## src/rtl/dqpi_pkg.sv

```systemverilog
`default_nettype none
// ----------------------------------------------------------------------------
// dqpi_pkg
// Shared types and constants of the dq current PI controller.
// ----------------------------------------------------------------------------
package dqpi_pkg;

	// fixed field and register widths
	localparam int GAIN_W     = 16;
	localparam int ACC_W      = 32;
	localparam int MOD_FRAC   = 16;
	localparam int DECAY_FRAC = 16;
	localparam int ADDR_W     = 4;
	localparam int DATA_W     = 32;

	// integrator decay factor, 0.99 in Q0.16
	localparam logic [DECAY_FRAC-1:0] DECAY_NUM = 16'd64880;
	// reset value of the modulation ratio
	localparam logic [GAIN_W-1:0]     MOD_RESET = 16'd37837;

	// register indexes (word address)
	localparam logic [1:0] REG_PROP_GAIN  = 2'd0;
	localparam logic [1:0] REG_INTEG_GAIN = 2'd1;
	localparam logic [1:0] REG_MAX_MOD    = 2'd2;

	// input item kinds
	localparam logic KIND_UPDATE = 1'b0;
	localparam logic KIND_CLEAR  = 1'b1;

	// sequencer steps
	typedef enum logic [2:0] {
		ST_IDLE,
		ST_MUL,
		ST_SQR,
		ST_UPD,
		ST_OUT
	} state_t;

	// step strobes from sequencer to lanes and limit unit
	typedef struct packed {
		logic load;  // item transfer, capture inputs
		logic mul;   // first products
		logic sqr;   // limit square and magnitude sum
		logic upd;   // integrator update
		logic fin;   // output written to result register
		logic clr;   // current item is a clear item
	} ctrl_t;

endpackage

`default_nettype wire

```

## src/rtl/dqpi_limit.sv

```systemverilog
`default_nettype none
// ----------------------------------------------------------------------------
// dqpi_limit
// Merge stage: voltage limit from bus and modulation ratio, and the squared
// magnitude test of the previous output vector against it.
// ----------------------------------------------------------------------------
module dqpi_limit #(
	parameter int SAMPLE_WIDTH = 16
) (
	input  wire                                  clk,
	input  wire dqpi_pkg::ctrl_t                 ctrl,
	input  wire logic [SAMPLE_WIDTH-2:0]         bus_voltage,
	input  wire logic [dqpi_pkg::GAIN_W-1:0]     max_modulation,
	input  wire logic signed [SAMPLE_WIDTH-1:0]  last_d,
	input  wire logic signed [SAMPLE_WIDTH-1:0]  last_q,
	output logic [SAMPLE_WIDTH-2:0]              lim,
	output logic                                 back
);

	localparam int BUS_W = SAMPLE_WIDTH - 1;
	localparam int LPR_W = BUS_W + dqpi_pkg::GAIN_W;
	localparam int SQ_W  = 2 * SAMPLE_WIDTH;
	localparam int LSQ_W = 2 * BUS_W;

	logic [BUS_W-1:0]       bus_s1;
	logic [LPR_W-1:0]       limprod_s2;
	logic signed [SQ_W-1:0] sqd_s2;
	logic signed [SQ_W-1:0] sqq_s2;
	logic [SQ_W-1:0]        mag_s3;
	logic [LSQ_W-1:0]       limsq_s3;

	// bus capture at item transfer
	always_ff @(posedge clk) begin
		if (ctrl.load) begin
			bus_s1 <= bus_voltage;
		end
	end

	// limit product and squares of the previous outputs
	always_ff @(posedge clk) begin
		if (ctrl.mul) begin
			limprod_s2 <= bus_s1 * max_modulation;
			sqd_s2     <= last_d * last_d;
			sqq_s2     <= last_q * last_q;
		end
	end

	assign lim = limprod_s2[LPR_W-1:dqpi_pkg::MOD_FRAC];

	// limit squared and magnitude sum
	always_ff @(posedge clk) begin
		if (ctrl.sqr) begin
			limsq_s3 <= lim * lim;
			mag_s3   <= $unsigned(sqd_s2) + $unsigned(sqq_s2);
		end
	end

	// vector at or over the limit
	assign back = (mag_s3 >= SQ_W'(limsq_s3));

endmodule

`default_nettype wire

```

## config.mk

```make
export PLATFORM = sky130hd
export DESIGN_NAME = dqpi_limit
export DESIGN_NICKNAME = d
export VERILOG_FILES = /design/src/rtl/dqpi_pkg.sv /design/src/rtl/dqpi_limit.sv
export SDC_FILE = /design/constraint.sdc
export NUM_CORES = 2
export LEC_CHECK = 0
export BUFFER_PORTS_ARGS = -buffer_cell sky130_fd_sc_hd__buf_2
export CORE_ASPECT_RATIO = 1.75
export CORE_UTILIZATION = 50
export DETAILED_ROUTE_END_ITERATION = 8
export PLACE_DENSITY_LB_ADDON = 0.05
export SLEW_MARGIN = 10
export SYNTH_ARGS = -nofsm -noshare
export SYNTH_HDL_FRONTEND = slang
export SYNTH_SLANG_ARGS = --single-unit
```

## constraint.sdc

```tcl
create_clock -name clk -period 8 [get_ports clk]
set_clock_uncertainty 0.05 [all_clocks]
set_input_delay 1.6 -clock clk [delete_from_list [all_inputs] [get_ports clk]]
set_output_delay 1.6 -clock clk [all_outputs]
set_load 0.005 [all_outputs]
```

# Word level (Yosys, flattened, before mapping)

Index checks and enable logic that the tools add are counted.

Muxes and demuxes: 0
Reductions and logical operators: 0
Div/mod/pow operators: 0
$mul: 4
Add/subtract/negate cells: 1
Order comparisons: 1
Bitwise gates (word level): 0
Shift operators: 0
Eq/ne operators: 0

Operators by type and width:

| operator       | number |
|---|---|
| $mul 16x16->32 | 2 |
| $add 32x32->32 | 1 |
| $ge 32x30->1   | 1 |
| $mul 15x16->31 | 1 |
| $mul 15x15->30 | 1 |

Input port bits: 70
Output and inout port bits: 16
Latch bits: 0
Register bits after elaboration: 172
Memories kept: 0
Logic and storage cells: 12
RAM bits: 0
Memory bits (read-only): 0

# Logic depth before layout (Yosys ltp)

Depth after elaboration: 1
Mapped depth: 25
Gate-level depth less buffers: 24

# Worst setup path before layout

OpenSTA, ideal clock, no wires.

Path kind: in2reg
Start point: input port last_d[15]
End point: register sqd_s2[31], data pin
Setup time: 0.260 ns
Data required time: 7.690 ns
Path buffers: 2
Path slack: 0.208 ns
Arrival: 7.482 ns
Stages: 22
Cell sequence: clkbuf_1 clkbuf_1 nand2_1 fa_1 inv_1 fa_1 fa_1 fa_1 fa_1 inv_1 fa_1 inv_1 ha_1 a21o_1 a21o_1 a21o_1 a21oi_1 o21ai_2 a2111oi_2 o21bai_1 a21oi_1 xnor2_1

Cells in the longest elaborated chain, start to end: 1

Ends and longest elaborated chain:

| element              | RTL line         | RTL |
|---|---|---|
| from (decl)          | dqpi_limit.sv:14 | `input wire logic signed [SAMPLE_WIDTH-1:0] last_d,` |
| $mul 16x16->32       | dqpi_limit.sv:43 | `sqd_s2 <= last_d * last_d;` |
| to (signal assigned) | dqpi_limit.sv:43 |  |
| to (decl)            | dqpi_limit.sv:27 | `logic signed [SQ_W-1:0] sqd_s2;` |

Every way passes these cells.
A chain may end at the register's enable or synchronous reset.

# Worst setup path after layout

Start point: input port last_d[8]
End point: register sqd_s2[31], data pin

The elaborated chain is that of the path after synthesis.

==> impl_metrics.json <==
{
  "status": "completed",
  "postSynthCellCount": 3869,
  "layout.nets": 5223,
  "cts_tree": "done",
  "maxSlewHeadroom": 0.364,
  "worst_hold_path_type": "register to register",
  "final_antenna_net_count": 0,
  "grt_overflow_total": 0,
  "row_count": 133,
  "final_critical_period_ns": 7.33,
  "final.hold.worst_slack_ns": 0.507,
  "yosys_warnings": 0,
  "detail_route.wirelength_mm": 87.5,
  "synth_top_family_by_area": "adder cells",
  "antennaDiodeCount": 0,
  "largest_net_degree_at_the_start_of_global_routing": 74,
  "stdcell_count": 4970,
  "maxCapViolCount": 0,
  "vias_per_cell": 5.09,
  "clkSinkCount": 153,
  "vias": 25300,
  "area_growth_syn_to_layout_pct": 6.46,
  "most-common-layout-cells": "sky130_fd_sc_hd__inv_1, sky130_fd_sc_hd__fa_1, sky130_fd_sc_hd__ha_1",
  "dp.final_hpwl_mm": 75.3,
  "ctsHoldBuffers": 0,
  "hold_depth": 1,
  "post_route_cells_drive_above_1_share": 0.0599,
  "critical_path_peak_fanout": 15,
  "grt_first_pass_wirelength_mm": 143,
  "edff_count_synth": 153,
  "layout_commonest_cell": "sky130_fd_sc_hd__inv_1",
  "crit_required_ns": 8.17,
  "number_of_buffers_created_by_cts": 17,
  "fin_crit_sh": 0.916,
  "chip_width_um": 210,
  "synth-adder-area-share": 0.554,
  "cts_max_level": 4,
  "clk_transition_reported_paths_ns": 0.08,
  "cts_repair_resize_count": 0,
  "setup.worst_path.class": "input pin to register",
  "postSynthRegisterBits": 153,
  "grt_pass1_vias": 28600,
  "die_area_um2": 76900,
  "timing.critical_path.to_type": "register",
  "synth.yosys.seq_area_share": 0.121,
  "synthesis.nets": 5147,
  "post_synth_xor_area_fraction": 0.0372,
  "fin_setup_tns_ns": 0,
  "num_io_pins": 86,
  "critical_path_arrival_ns": 7.49,
  "ctsLongestPathBuffers": 2,
  "synth.cell_area_um2": 37900,
  "detailedRoute.firstIterationViolations": 799,
  "detail_route.wl_per_cell_um": 17.6,
  "worstSkewPairLatency_ns": 0.47,
  "report.final.setup_viol": 0,
  "synth_compound_area_frac": 0.0608,
  "cts_setup_buffers": 0,
  "final_core_utilization": 0.537,
  "library_cells_used_by_synthesis": 71,
  "fmax_ghz": 0.137,
  "initial_standard_cell_utilization_of_the_core": 0.505,
  "core_um2": 75100,
  "synth.mux.area_fraction": 0.00139,
  "synth_top_flop_cell": "sky130_fd_sc_hd__edfxtp_1",
  "synth.top_cells.by_area": "sky130_fd_sc_hd__fa_1, sky130_fd_sc_hd__ha_1, sky130_fd_sc_hd__edfxtp_1",
  "grt_antenna_before_repair": 2,
  "syn_avg_cell_area_um2": 9.79,
  "synthArstFlopShare": 0,
  "remaining_drc_errors": 0,
  "rsz0062_at_grt": "no",
  "cell_count_after_placement": 4938,
  "placement.io_buffers": 82,
  "hold_viol_final": 0,
  "detail_route.first_pass.iterations": 7,
  "global_route.usage.total": 0.243,
  "timing.final.max_slew_violations": 0,
  "die_y_um": 366,
  "synth_largest_type_area_fraction": 0.414,
  "clock-root-buffer": "sky130_fd_sc_hd__clkbuf_16",
  "worst_reg2reg_path_depth": 21,
  "tightest_slew_ns": 0.954,
  "synth_simple_gate_area_share": 0.112,
  "start_kind": "input pin",
  "place_congestion": 0.845,
  "synth_largest_area_cell": "sky130_fd_sc_hd__fa_1"
}
[metal layers]
layer / vias to the layer above / GRT usage / wire length (um)
li1: 11800 / - / -
met3: 134 / 0.0139 / 1560
met4: 4 / 0.100 / 3460
met5: - / 0 / 28
met1: 13000 / 0.233 / 29200
met2: 332 / 0.513 / 53300
[through the flow]
step,setup WS (ns),cell area (um2)
floorplan,0.208,37900
global placement,0.192,39700
detailed placement,0.148,39700
CTS,0.651,40300
global route,0.354,40300
finish,0.675,40300
[final cells by class]
cell class	instances	area, um2
Fill cell	7115	34700
Inverter	1040	3900
Clock buffer	17	425
Clock inverter	15	181
Timing Repair Buffer	152	938
Multi-Input combinational cell	2581	29000
Tap cell	1012	1270
Sequential cell	153	4590
[synth_stat cells (all sizes together), types with 10 or more instances]
master  instances
a21o           49
o21ai          56
nand3          23
xnor2         125
a21oi          99
a31o           16
and2          252
o21bai         23
a211oi         13
or2            10
nor2b          22
nor3           20
ha            425
clkbuf         92
nor2          127
xor2           36
nand4          11
o21a           24
and3           12
edfxtp        153
nand2         355
fa            783
inv          1040
nand2b         19
[flip-flops by register name, indices dropped and copies added, names as in the netlist]
register	flops
sqq_s2	31
bus_s1	15
limsq_s3	29
mag_s3	32
sqd_s2	31
limprod_s2	15
[final timing paths]
kind / start / end / slack [ns]
max reg2reg: limprod_s2[28]$_DFFE_PP_ / limsq_s3[29]$_DFFE_PP_ / 1.12
max: last_d[8] / sqd_s2[31]$_DFFE_PP_ / 0.67
min reg2reg: sqd_s2[0]$_DFFE_PP_ / mag_s3[0]$_DFFE_PP_ / 0.51
min: sqd_s2[0]$_DFFE_PP_ / mag_s3[0]$_DFFE_PP_ / 0.51
[critical path, stage by stage]
cell and delay, ns:
sky130_fd_sc_hd__buf_2 0.35, sky130_fd_sc_hd__inv_1 0.19, sky130_fd_sc_hd__nor2_1 0.25, sky130_fd_sc_hd__inv_1 0.09, sky130_fd_sc_hd__fa_1 0.48, sky130_fd_sc_hd__inv_1 0.06
sky130_fd_sc_hd__fa_1 0.46, sky130_fd_sc_hd__fa_1 0.51, sky130_fd_sc_hd__fa_1 0.43, sky130_fd_sc_hd__fa_1 0.52, sky130_fd_sc_hd__inv_1 0.05, sky130_fd_sc_hd__fa_1 0.47
sky130_fd_sc_hd__inv_1 0.04, sky130_fd_sc_hd__ha_1 0.34, sky130_fd_sc_hd__a21o_1 0.18, sky130_fd_sc_hd__a21o_1 0.17, sky130_fd_sc_hd__a21o_1 0.19, sky130_fd_sc_hd__a21oi_1 0.23
sky130_fd_sc_hd__o21ai_2 0.13, sky130_fd_sc_hd__a2111oi_2 0.36, sky130_fd_sc_hd__o21bai_1 0.13, sky130_fd_sc_hd__a21oi_1 0.19, sky130_fd_sc_hd__xnor2_1 0.08
[cells by family (layout without fill, tap and decap cells)]
kind of cell | count (synthesis) | count (layout)
compound gates | 334 | 334
xor+xnor | 161 | 161
fa+ha+maj | 1208 | 1208
buf+inv | 1135 | 1224
flops | 153 | 153
mux | 5 | 5
simple gates | 873 | 873
Power is not shown: default switching activity piles up to over one toggle a cycle in this logic, so the estimate is an artifact.
